## src/adsr_pkg.sv

```systemverilog
`timescale 1ns / 1ps

package adsr_pkg;

  // fixed-point formats
  localparam int unsigned LEVEL_FRAC_BITS = 23;
  localparam int unsigned COEFF_FRAC_BITS = 24;
  localparam int unsigned LEVEL_W = LEVEL_FRAC_BITS + 1;
  localparam int unsigned COEFF_W = 24;
  localparam int unsigned REG_W   = 24;
  localparam int unsigned VEL_W   = 7;
  localparam int unsigned GAIN_W  = 15;
  localparam int unsigned STAGE_W = 3;
  localparam int unsigned MODE_W  = 2;
  localparam int unsigned IDX_W   = 3;

  localparam longint unsigned FULL_INT = 64'd1 << LEVEL_FRAC_BITS;
  localparam logic [LEVEL_W-1:0] FULL_LEVEL  = LEVEL_W'(FULL_INT);
  localparam logic [LEVEL_W-1:0] ATTACK_SNAP = LEVEL_W'((FULL_INT * 999) / 1000);
  localparam logic [LEVEL_W-1:0] DECAY_EPS   = LEVEL_W'(FULL_INT / 1000);

  // item kinds
  localparam logic [MODE_W-1:0] MODE_TICK    = 2'd0;
  localparam logic [MODE_W-1:0] MODE_NOTE_ON = 2'd1;
  localparam logic [MODE_W-1:0] MODE_RELEASE = 2'd2;

  // envelope stage codes
  localparam logic [STAGE_W-1:0] STAGE_IDLE    = 3'd0;
  localparam logic [STAGE_W-1:0] STAGE_ATTACK  = 3'd1;
  localparam logic [STAGE_W-1:0] STAGE_DECAY   = 3'd2;
  localparam logic [STAGE_W-1:0] STAGE_SUSTAIN = 3'd3;
  localparam logic [STAGE_W-1:0] STAGE_RELEASE = 3'd4;

  // register indexes
  localparam logic [IDX_W-1:0] REG_ATTACK  = 3'd0;
  localparam logic [IDX_W-1:0] REG_DECAY   = 3'd1;
  localparam logic [IDX_W-1:0] REG_RELEASE = 3'd2;
  localparam logic [IDX_W-1:0] REG_SUSTAIN = 3'd3;
  localparam logic [IDX_W-1:0] REG_SILENCE = 3'd4;

  // register reset values
  localparam logic [REG_W-1:0] ATTACK_RST  = 24'd126333;
  localparam logic [REG_W-1:0] DECAY_RST   = 24'd4755;
  localparam logic [REG_W-1:0] RELEASE_RST = 24'd16748040;
  localparam logic [REG_W-1:0] SUSTAIN_RST = 24'd6543114;
  localparam logic [REG_W-1:0] SILENCE_RST = 24'd84;

  localparam logic [VEL_W-1:0] VEL_MIN = 7'd1;

  typedef struct packed {
    logic [MODE_W-1:0] mode;
    logic [VEL_W-1:0]  note_velocity;
    logic              legato_slide;
    logic              pitch_valid;
  } item_t;

  typedef struct packed {
    logic [LEVEL_W-1:0] envelope_level;
    logic [GAIN_W-1:0]  velocity_gain;
    logic [STAGE_W-1:0] envelope_stage;
    logic               voice_active;
  } result_t;

  typedef struct packed {
    logic [IDX_W-1:0] reg_index;
    logic [REG_W-1:0] reg_value;
  } cfg_wr_t;

  typedef struct packed {
    logic [COEFF_W-1:0] attack_coeff;
    logic [COEFF_W-1:0] decay_coeff;
    logic [COEFF_W-1:0] release_coeff;
    logic [REG_W-1:0]   sustain_level;
    logic [REG_W-1:0]   silence_level;
  } cfg_t;

  // velocity to gain, round half up of vel * 0.00375 in Q0.16
  typedef logic [(2**VEL_W)-1:0][GAIN_W-1:0] gain_lut_t;

  function automatic gain_lut_t build_gain_lut();
    gain_lut_t   lut;
    int unsigned v;
    for (int i = 0; i < 2**VEL_W; i++) begin
      v = (i * 24576 + 50) / 100;
      lut[i] = v[GAIN_W-1:0];
    end
    return lut;
  endfunction

  localparam gain_lut_t GAIN_LUT = build_gain_lut();

endpackage

```

## src/adsr_if.sv

```systemverilog
`timescale 1ns / 1ps

interface adsr_item_if;
  logic            valid;
  logic            ready;
  adsr_pkg::item_t data;
  modport source (output valid, output data, input ready);
  modport sink (input valid, input data, output ready);
endinterface

interface adsr_result_if;
  logic              valid;
  logic              ready;
  adsr_pkg::result_t data;
  modport source (output valid, output data, input ready);
  modport sink (input valid, input data, output ready);
endinterface

interface adsr_cfg_if;
  logic              valid;
  logic              ready;
  adsr_pkg::cfg_wr_t data;
  modport source (output valid, output data, input ready);
  modport sink (input valid, input data, output ready);
endinterface

```

## src/adsr_cfg_regs.sv

```systemverilog
`timescale 1ns / 1ps

module adsr_cfg_regs (
  input  logic           clk_i,
  input  logic           rst_ni,
  adsr_cfg_if.sink       cfg_i,
  output adsr_pkg::cfg_t cfg_o
);
  import adsr_pkg::*;

  cfg_t cfg_q;

  assign cfg_i.ready = 1'b1;
  assign cfg_o       = cfg_q;

  always_ff @(posedge clk_i or negedge rst_ni) begin
    if (!rst_ni) begin
      cfg_q.attack_coeff  <= ATTACK_RST;
      cfg_q.decay_coeff   <= DECAY_RST;
      cfg_q.release_coeff <= RELEASE_RST;
      cfg_q.sustain_level <= SUSTAIN_RST;
      cfg_q.silence_level <= SILENCE_RST;
    end else if (cfg_i.valid) begin
      unique case (cfg_i.data.reg_index)
        REG_ATTACK:  cfg_q.attack_coeff  <= cfg_i.data.reg_value;
        REG_DECAY:   cfg_q.decay_coeff   <= cfg_i.data.reg_value;
        REG_RELEASE: cfg_q.release_coeff <= cfg_i.data.reg_value;
        REG_SUSTAIN: cfg_q.sustain_level <= cfg_i.data.reg_value;
        REG_SILENCE: cfg_q.silence_level <= cfg_i.data.reg_value;
        default: ;
      endcase
    end
  end

endmodule

```

## src/adsr_voice.sv

```systemverilog
`timescale 1ns / 1ps

module adsr_voice (
  input  logic              clk_i,
  input  logic              rst_ni,
  input  logic              item_en_i,
  input  adsr_pkg::item_t   item_i,
  input  adsr_pkg::cfg_t    cfg_i,
  output adsr_pkg::result_t result_o
);
  import adsr_pkg::*;

  logic               gate_q, gate_d;
  logic [STAGE_W-1:0] stage_q, stage_d;
  logic [LEVEL_W-1:0] level_q, level_d;
  logic [VEL_W-1:0]   vel_q, vel_d;

  // state after a note-on or release event
  logic               ev_gate;
  logic [STAGE_W-1:0] ev_stage;
  logic [LEVEL_W-1:0] ev_level;
  logic [VEL_W-1:0]   ev_vel;

  // one envelope step from the current state
  logic [STAGE_W-1:0]         adv_pre;
  logic [STAGE_W-1:0]         adv_stage;
  logic [LEVEL_W-1:0]         adv_level;
  logic [VEL_W-1:0]           adv_vel;
  logic [LEVEL_W-1:0]         sus_lvl, sil_lvl;
  logic [LEVEL_W-1:0]         mul_a;
  logic [COEFF_W-1:0]         mul_c;
  logic [LEVEL_W+COEFF_W-1:0] prod;
  logic [LEVEL_W-1:0]         step;
  logic [LEVEL_W:0]           sum_up;
  logic [LEVEL_W-1:0]         dec_lvl;
  logic [LEVEL_W:0]           sus_eps;
  logic                       active;

  assign sus_lvl = (cfg_i.sustain_level > FULL_LEVEL) ? FULL_LEVEL : cfg_i.sustain_level;
  assign sil_lvl = (cfg_i.silence_level > FULL_LEVEL) ? FULL_LEVEL : cfg_i.silence_level;
  assign sus_eps = {1'b0, sus_lvl} + {1'b0, DECAY_EPS};

  always_comb begin
    ev_gate  = gate_q;
    ev_stage = stage_q;
    ev_level = level_q;
    ev_vel   = vel_q;
    unique case (item_i.mode)
      MODE_NOTE_ON: begin
        if (item_i.pitch_valid &&
            !(item_i.legato_slide && gate_q && (stage_q != STAGE_IDLE))) begin
          ev_gate  = 1'b1;
          ev_vel   = (item_i.note_velocity < VEL_MIN) ? VEL_MIN : item_i.note_velocity;
          ev_level = '0;
          ev_stage = STAGE_ATTACK;
        end
      end
      MODE_RELEASE: begin
        ev_gate = 1'b0;
        if (stage_q != STAGE_IDLE) begin
          ev_stage = STAGE_RELEASE;
        end
      end
      default: ;
    endcase
  end

  // gate dropped during attack, decay or sustain goes straight to release
  always_comb begin
    adv_pre = stage_q;
    if (!gate_q && (stage_q == STAGE_ATTACK || stage_q == STAGE_DECAY ||
                    stage_q == STAGE_SUSTAIN)) begin
      adv_pre = STAGE_RELEASE;
    end
  end

  // shared multiplier operands
  always_comb begin
    unique case (adv_pre)
      STAGE_ATTACK: begin
        mul_a = FULL_LEVEL - level_q;
        mul_c = cfg_i.attack_coeff;
      end
      STAGE_DECAY: begin
        mul_a = (level_q >= sus_lvl) ? (level_q - sus_lvl) : (sus_lvl - level_q);
        mul_c = cfg_i.decay_coeff;
      end
      STAGE_RELEASE: begin
        mul_a = level_q;
        mul_c = cfg_i.release_coeff;
      end
      default: begin
        mul_a = '0;
        mul_c = '0;
      end
    endcase
  end

  assign prod    = mul_a * mul_c;
  assign step    = prod[COEFF_FRAC_BITS +: LEVEL_W];
  assign sum_up  = {1'b0, level_q} + {1'b0, step};
  assign dec_lvl = (level_q >= sus_lvl) ? (level_q - step) : sum_up[LEVEL_W-1:0];

  always_comb begin
    adv_stage = adv_pre;
    adv_level = '0;
    adv_vel   = vel_q;
    unique case (adv_pre)
      STAGE_ATTACK: begin
        if (sum_up >= {1'b0, ATTACK_SNAP}) begin
          adv_level = FULL_LEVEL;
          adv_stage = STAGE_DECAY;
        end else begin
          adv_level = sum_up[LEVEL_W-1:0];
        end
      end
      STAGE_DECAY: begin
        if ({1'b0, dec_lvl} <= sus_eps) begin
          adv_level = sus_lvl;
          adv_stage = STAGE_SUSTAIN;
        end else begin
          adv_level = dec_lvl;
        end
      end
      STAGE_SUSTAIN: adv_level = sus_lvl;
      STAGE_RELEASE: begin
        if (step <= sil_lvl) begin
          adv_level = '0;
          adv_vel   = '0;
          adv_stage = STAGE_IDLE;
        end else begin
          adv_level = step;
        end
      end
      default: adv_level = '0;
    endcase
  end

  always_comb begin
    gate_d  = gate_q;
    stage_d = stage_q;
    level_d = level_q;
    vel_d   = vel_q;
    if (item_en_i) begin
      if (item_i.mode == MODE_TICK) begin
        stage_d = adv_stage;
        level_d = adv_level;
        vel_d   = adv_vel;
      end else begin
        gate_d  = ev_gate;
        stage_d = ev_stage;
        level_d = ev_level;
        vel_d   = ev_vel;
      end
    end
  end

  always_ff @(posedge clk_i or negedge rst_ni) begin
    if (!rst_ni) begin
      gate_q  <= 1'b0;
      stage_q <= STAGE_IDLE;
      level_q <= '0;
      vel_q   <= '0;
    end else begin
      gate_q  <= gate_d;
      stage_q <= stage_d;
      level_q <= level_d;
      vel_q   <= vel_d;
    end
  end

  // a tick reports the state before its advance, which equals the event state
  assign active = (ev_stage >= STAGE_ATTACK) && (ev_stage <= STAGE_RELEASE);

  always_comb begin
    result_o.envelope_level = ev_level;
    result_o.velocity_gain  = active ? GAIN_LUT[ev_vel] : '0;
    result_o.envelope_stage = ev_stage;
    result_o.voice_active   = active;
  end

  assert property (@(posedge clk_i) disable iff (!rst_ni)
    (stage_q == STAGE_IDLE) |-> (level_q == '0))
    else $error("idle voice holds a nonzero level");

  assert property (@(posedge clk_i) disable iff (!rst_ni)
    (stage_q == STAGE_IDLE) |-> (vel_q == '0))
    else $error("idle voice holds a velocity");

  assert property (@(posedge clk_i) disable iff (!rst_ni)
    !gate_q |-> (stage_q == STAGE_IDLE || stage_q == STAGE_RELEASE))
    else $error("gate low outside release or idle");

  assert property (@(posedge clk_i) disable iff (!rst_ni)
    level_q <= FULL_LEVEL)
    else $error("level above full scale");

endmodule

```

## src/exponential_adsr_envelope.sv

```systemverilog
// item_i beats pass the input register, then the output register, to reach result_o
// throughput: one item per cycle while result_o is ready; the path is one 24x24 multiply plus add and compare
// a waiting result holds the item in the input register; input stalls only when both are full
// reset clears the voice (idle, gate low, level and velocity zero) and the pipeline,
// and loads the default attack, decay, release, sustain and silence registers
`timescale 1ns / 1ps

module exponential_adsr_envelope (
  input  logic          clk_i,
  input  logic          rst_ni,
  adsr_item_if.sink     item_i,
  adsr_result_if.source result_o,
  adsr_cfg_if.sink      cfg_i
);
  import adsr_pkg::*;

  // input register
  logic    in_valid_q, in_valid_d;
  item_t   item_q;

  // output register
  logic    out_valid_q, out_valid_d;
  result_t result_q;

  cfg_t    cfg;
  result_t step_result;
  logic    out_free;
  logic    advance;
  logic    item_take;

  // output slot is free when empty or being drained this cycle
  assign out_free  = !out_valid_q || result_o.ready;
  // the held item is processed and its result registered
  assign advance   = in_valid_q && out_free;
  assign item_take = item_i.valid && item_i.ready;

  assign item_i.ready   = !in_valid_q || out_free;
  assign result_o.valid = out_valid_q;
  assign result_o.data  = result_q;

  adsr_cfg_regs u_cfg (
    .clk_i  (clk_i),
    .rst_ni (rst_ni),
    .cfg_i  (cfg_i),
    .cfg_o  (cfg)
  );

  // voice state updates on the same edge that captures the result
  adsr_voice u_voice (
    .clk_i     (clk_i),
    .rst_ni    (rst_ni),
    .item_en_i (advance),
    .item_i    (item_q),
    .cfg_i     (cfg),
    .result_o  (step_result)
  );

  always_comb begin
    in_valid_d = in_valid_q;
    if (item_take) begin
      in_valid_d = 1'b1;
    end else if (advance) begin
      in_valid_d = 1'b0;
    end
  end

  always_comb begin
    out_valid_d = out_valid_q;
    if (advance) begin
      out_valid_d = 1'b1;
    end else if (result_o.ready) begin
      out_valid_d = 1'b0;
    end
  end

  always_ff @(posedge clk_i or negedge rst_ni) begin
    if (!rst_ni) begin
      in_valid_q  <= 1'b0;
      out_valid_q <= 1'b0;
    end else begin
      in_valid_q  <= in_valid_d;
      out_valid_q <= out_valid_d;
    end
  end

  // payload beats, no reset needed
  always_ff @(posedge clk_i) begin
    if (item_take) begin
      item_q <= item_i.data;
    end
    if (advance) begin
      result_q <= step_result;
    end
  end

endmodule
```

## src/flat_wrapper.sv

```systemverilog
// flat-port wrapper written by rule: the top's interface ports become plain ports
module exponential_adsr_envelope_flat import adsr_pkg::*;
  (clk_i, rst_ni, item_i_valid, item_i_data, item_i_ready, result_o_valid, result_o_data, result_o_ready, cfg_i_valid, cfg_i_data, cfg_i_ready);
  adsr_item_if item_i_i ();
  adsr_result_if result_o_i ();
  adsr_cfg_if cfg_i_i ();
  input  logic clk_i;
  input  logic rst_ni;
  input wire logic [$bits(item_i_i.valid)-1:0] item_i_valid;
  input wire logic [$bits(item_i_i.data)-1:0] item_i_data;
  output wire logic [$bits(item_i_i.ready)-1:0] item_i_ready;
  output wire logic [$bits(result_o_i.valid)-1:0] result_o_valid;
  output wire logic [$bits(result_o_i.data)-1:0] result_o_data;
  input wire logic [$bits(result_o_i.ready)-1:0] result_o_ready;
  input wire logic [$bits(cfg_i_i.valid)-1:0] cfg_i_valid;
  input wire logic [$bits(cfg_i_i.data)-1:0] cfg_i_data;
  output wire logic [$bits(cfg_i_i.ready)-1:0] cfg_i_ready;
  assign item_i_i.valid = item_i_valid;
  assign item_i_i.data = item_i_data;
  assign item_i_ready = item_i_i.ready;
  assign result_o_valid = result_o_i.valid;
  assign result_o_data = result_o_i.data;
  assign result_o_i.ready = result_o_ready;
  assign cfg_i_i.valid = cfg_i_valid;
  assign cfg_i_i.data = cfg_i_data;
  assign cfg_i_ready = cfg_i_i.ready;
  exponential_adsr_envelope u_core (.clk_i(clk_i), .rst_ni(rst_ni), .item_i(item_i_i), .result_o(result_o_i), .cfg_i(cfg_i_i));
endmodule
```

## config.mk

```make
export PLATFORM = sky130hd
export DESIGN_NAME = exponential_adsr_envelope_flat
export DESIGN_NICKNAME = d
export VERILOG_FILES = /design/src/adsr_pkg.sv /design/src/adsr_if.sv /design/src/adsr_cfg_regs.sv /design/src/adsr_voice.sv /design/src/exponential_adsr_envelope.sv /design/src/flat_wrapper.sv
export SDC_FILE = /design/constraint.sdc
export NUM_CORES = 2
export LEC_CHECK = 0
export ABC_AREA = 1
export BUFFER_PORTS_ARGS = -buffer_cell sky130_fd_sc_hd__buf_2
export CAP_MARGIN = 20
export CORE_MARGIN = 1.5
export CORE_UTILIZATION = 66
export CTS_CLUSTER_SIZE = 10
export DETAILED_ROUTE_END_ITERATION = 16
export GPL_TIMING_DRIVEN = 0
export MAX_ROUTING_LAYER = met4
export PLACE_DENSITY = 0.83
export SLEW_MARGIN = 25
export SYNTH_ARGS = -nofsm -noshare
export SYNTH_HDL_FRONTEND = slang
export SYNTH_SLANG_ARGS = --single-unit
```

## constraint.sdc

```tcl
create_clock -name clk_i -period 15.9 [get_ports clk_i]
set_input_delay 0.795 -clock clk_i [delete_from_list [all_inputs] [get_ports clk_i]]
set_output_delay 0.795 -clock clk_i [all_outputs]
set_load 0.01 [all_outputs]
```

==> impl_metrics.yaml <==
critical_path:
  end_kind: "flop"
  crit_arrival_ns: 15.87
  crit_end: "u_core.u_voice.level_q[21]"
  r2r_setup_slack_ns: 0.50
  worst-path-max-fanout: 10
  timing.rr.end: "u_core.u_voice.level_q[21]"
  crit_type: "flop to flop"
  cpMostUsedCell: "nand2_1"
  cpMaxStageDelayCell: "fa_1"
  reg2reg_from: "u_core.u_cfg.cfg_o[39]"
  crit_start: "u_core.u_cfg.cfg_o[39]"
  reg2reg_depth: 77
  start_kind: "flop"
  required_ns: 16.37
  max_stage_delay_ns: 0.56
detailed_routing:
  wl_per_cell_um: 22.65
  antenna_left: 0
  num_vias: 37070
  route.detailed.drc: 0
  drt_iter0_markers: 4388
  wl_um: 137600
  avgViaCountPerCell: 6.102
  drtPass1Iterations: 8
yosys:
  synth_top_family_by_area: "adder cells"
  syn_inst: 5157
  yosys.area_share.simple: 0.2083
  synth_area_sq_um: 37820
  yosysMostFrequentCell: "nand2_1"
  ys_types: 71
  muxShareOfSynthArea: 0.001323
  synthAdderAreaFrac: 0.3683
  syn_area_per_cell_sq_um: 7.333
  synthTopCellsByArea: "fa_1 26%, nand2_1 11%, ha_1 11%"
  ys_seq_area_frac: 0.1483
  post-synth-top-area-fraction: 0.2567
  synth_xor_area_frac: 0.01714
  synth_compound_area_frac: 0.1243
  synth_top_area_cell: "fa_1"
  yosys_warnings: 0
  synth_edf_count: 54
  synthArstFlopShare: 0.7441
  ys_top_cells_by_count: "1144 x nand2_1, 1085 x inv_1, 485 x fa_1"
  synth_nets: 6022
  synth_seq_cells: 211
  synthFlopType: "dfrtp_1"
global_route:
  grt_max_degree: 102
  grt-ovfl-total: 0
  grt_pass1_vias: 36510
  grt_antenna_before_repair: 3
  track_usage: 0.4817
  grt_first_pass_wirelength_um: 207900
floorplan:
  row_count: 87
  die_h_um: 242.4
  io_pins: 89
  die-width_um: 242.4
  die-area_sq_um: 58740
  start_util: 0.6694
  core_sq_um: 56500
sta:
  finalHoldViolCount: 0
  setup_viol: 0
  clock_skew_ns: 0.01699
  layout_min_cycle_time_ns: 15.40
  period_share: 0.9685
  max_slew.worst_pin.slew_ns: 1.068
  max_freq_mhz: 64.94
  slew_headroom: 0.2806
  slew_violations: 0
placement:
  dpl_cell_area_sq_um: 39270
  dpl.hpwl_um: 110600
  port_buffers: 87
  gp_congestion: 1.110
final_layout:
  syn2layout_area_growth_pct: 7.981
  nets: 6160
  multi_input_area_sq_um: 27730
  drive_above_1_share: 0.07962
  finish.utilization: 0.7228
  final_area_sq_um: 40830
  fill_cells: 4664
  final-seq-area_sq_um: 5609
cts:
  cts-hold-fix-buffers: 0
  clock-sinks: 211
  clockBufferDepth: 3
  clkLatencyLatePin_ns: 0.55
  cts_max_level: 1
  cts-root-buf: "clkbuf_16"
  cts_tree: "yes"
  cts_made_buffers: 25
  clkTransAtPathRegs_ns: 0.06
hold_path:
  hold_path_class: "input port to asynchronous set/reset pin"
job:
  maxCapViolations: 0
status:
  status: "complete, no violations"
## state kept, by name, summed over array words and instances, names as in the netlist
name and cells:
u_core.u_voice.gate_q 1, u_core.in_valid_q 1, u_core.u_cfg.cfg_o 120, u_core.u_voice.stage_q 3, u_core.u_voice.vel_q 7, u_core.result_o.valid 1
u_core.result_o.data 43, u_core.item_q 11, u_core.u_voice.level_q 24
## cell usage in the layout, fill, tap and decap left out, drive strengths merged, types with 4 or more instances in the layout
cell	n
a22oi	33
and2	25
nor2	499
nor3	49
ha	337
a21o	14
clkinvlp	6
o221ai	17
o2111ai	9
dfrtp	110
o22ai	20
inv	1091
o21ai	330
o311ai	8
a31oi	33
a21boi	9
nor4	21
xnor2	6
a211oi	14
clkinv	15
nand4	36
a21oi	261
nand3b	9
clkbuf	185
dfstp	47
diode	6
nand3	115
fa	485
o31ai	4
o21a	15
xor2	68
mux2i	5
o211ai	20
a221oi	5
o21bai	8
buf	160
edfxtp	54
or2	14
nand2	1155
## layout make-up
cell class	count	share of cell area
Antenna cell	6	0.0003677
Inverter	1111	0.1028
Multi-Input combinational cell	3645	0.6791
Sequential cell	211	0.1374
Timing Repair Buffer	113	0.01710
Clock inverter	1	0.0004903
Clock buffer	44	0.01805
Buffer	188	0.02157
Tap cell	756	0.02316
## per-layer routing
metal | vias to the layer above | wire length [um] | global-route usage
li1 | 16270 | - | -
met1 | 17420 | 48590 | 0.5750
met2 | 2652 | 60340 | 0.7251
met3 | 732 | 16160 | 0.1051
met4 | 0 | 12540 | 0.3430
met5 | - | 0 | -
## worst min-delay path by stage
stage                                          to                   start  cells after the start
final                     u_core.u_voice.vel_q[5]                  rst_ni                      1
after global placement      u_core.result_o.valid       u_core.in_valid_q                      2
after CTS                 u_core.u_voice.vel_q[5]                  rst_ni                      1
after global routing      u_core.u_voice.vel_q[4]                  rst_ni                      1
after detailed placement   u_core.u_cfg.cfg_o[26]  u_core.u_cfg.cfg_o[26]                      2
after floorplan             u_core.result_o.valid       u_core.in_valid_q                      2
## critical path: cells and delay by family, from the launching register on
family / cells / cell delay [ns]
AND/OR/NAND/NOR: 38 / 5.55
adder cells (fa/ha/maj): 11 / 5.03
AO/OA/AOI/OAI: 10 / 2.07
buffers and inverters: 16 / 1.93
flip-flops: 1 / 0.37
multiplexers: 1 / 0.19
XOR/XNOR: 1 / 0.16
## cells by family (layout without fill, tap and decap cells)
| group | Yosys count | after routing |
|---|---|---|
| AOI/OAI and AO/OA | 817 | 817 |
| xor gates and xnor gates | 74 | 74 |
| adders and majority gates | 822 | 822 |
| buffers and inverters | 1301 | 1457 |
| DFF | 211 | 211 |
| muxes | 5 | 5 |
| other | 1 | 7 |
| and+or+nand+nor | 1926 | 1926 |
## stage by stage
stage	TNS [ns]	hold slack [ns]	setup WS, ns	cells
global placement	-20.99	0.4548	-1.211	6000
finish	0	0.1815	0.5009	6075
floorplan	0	0.4472	2.964	5157
CTS	0	0.2062	0.01520	6049
detailed placement	-20.44	0.4743	-1.154	6002
global route	-0.3021	0.2130	-0.09126	6072
## timing repair
item / 4_1_cts / 5_1_grt
resized for setup: 44 / 114
pin swaps: 0 / 7
setup buffers: 2 / 22
setup endpoints to repair: 25 / 25
Power is left out: the tool's default activity adds up to more than one toggle a clock period on the data nets, which glitch-free logic cannot reach.
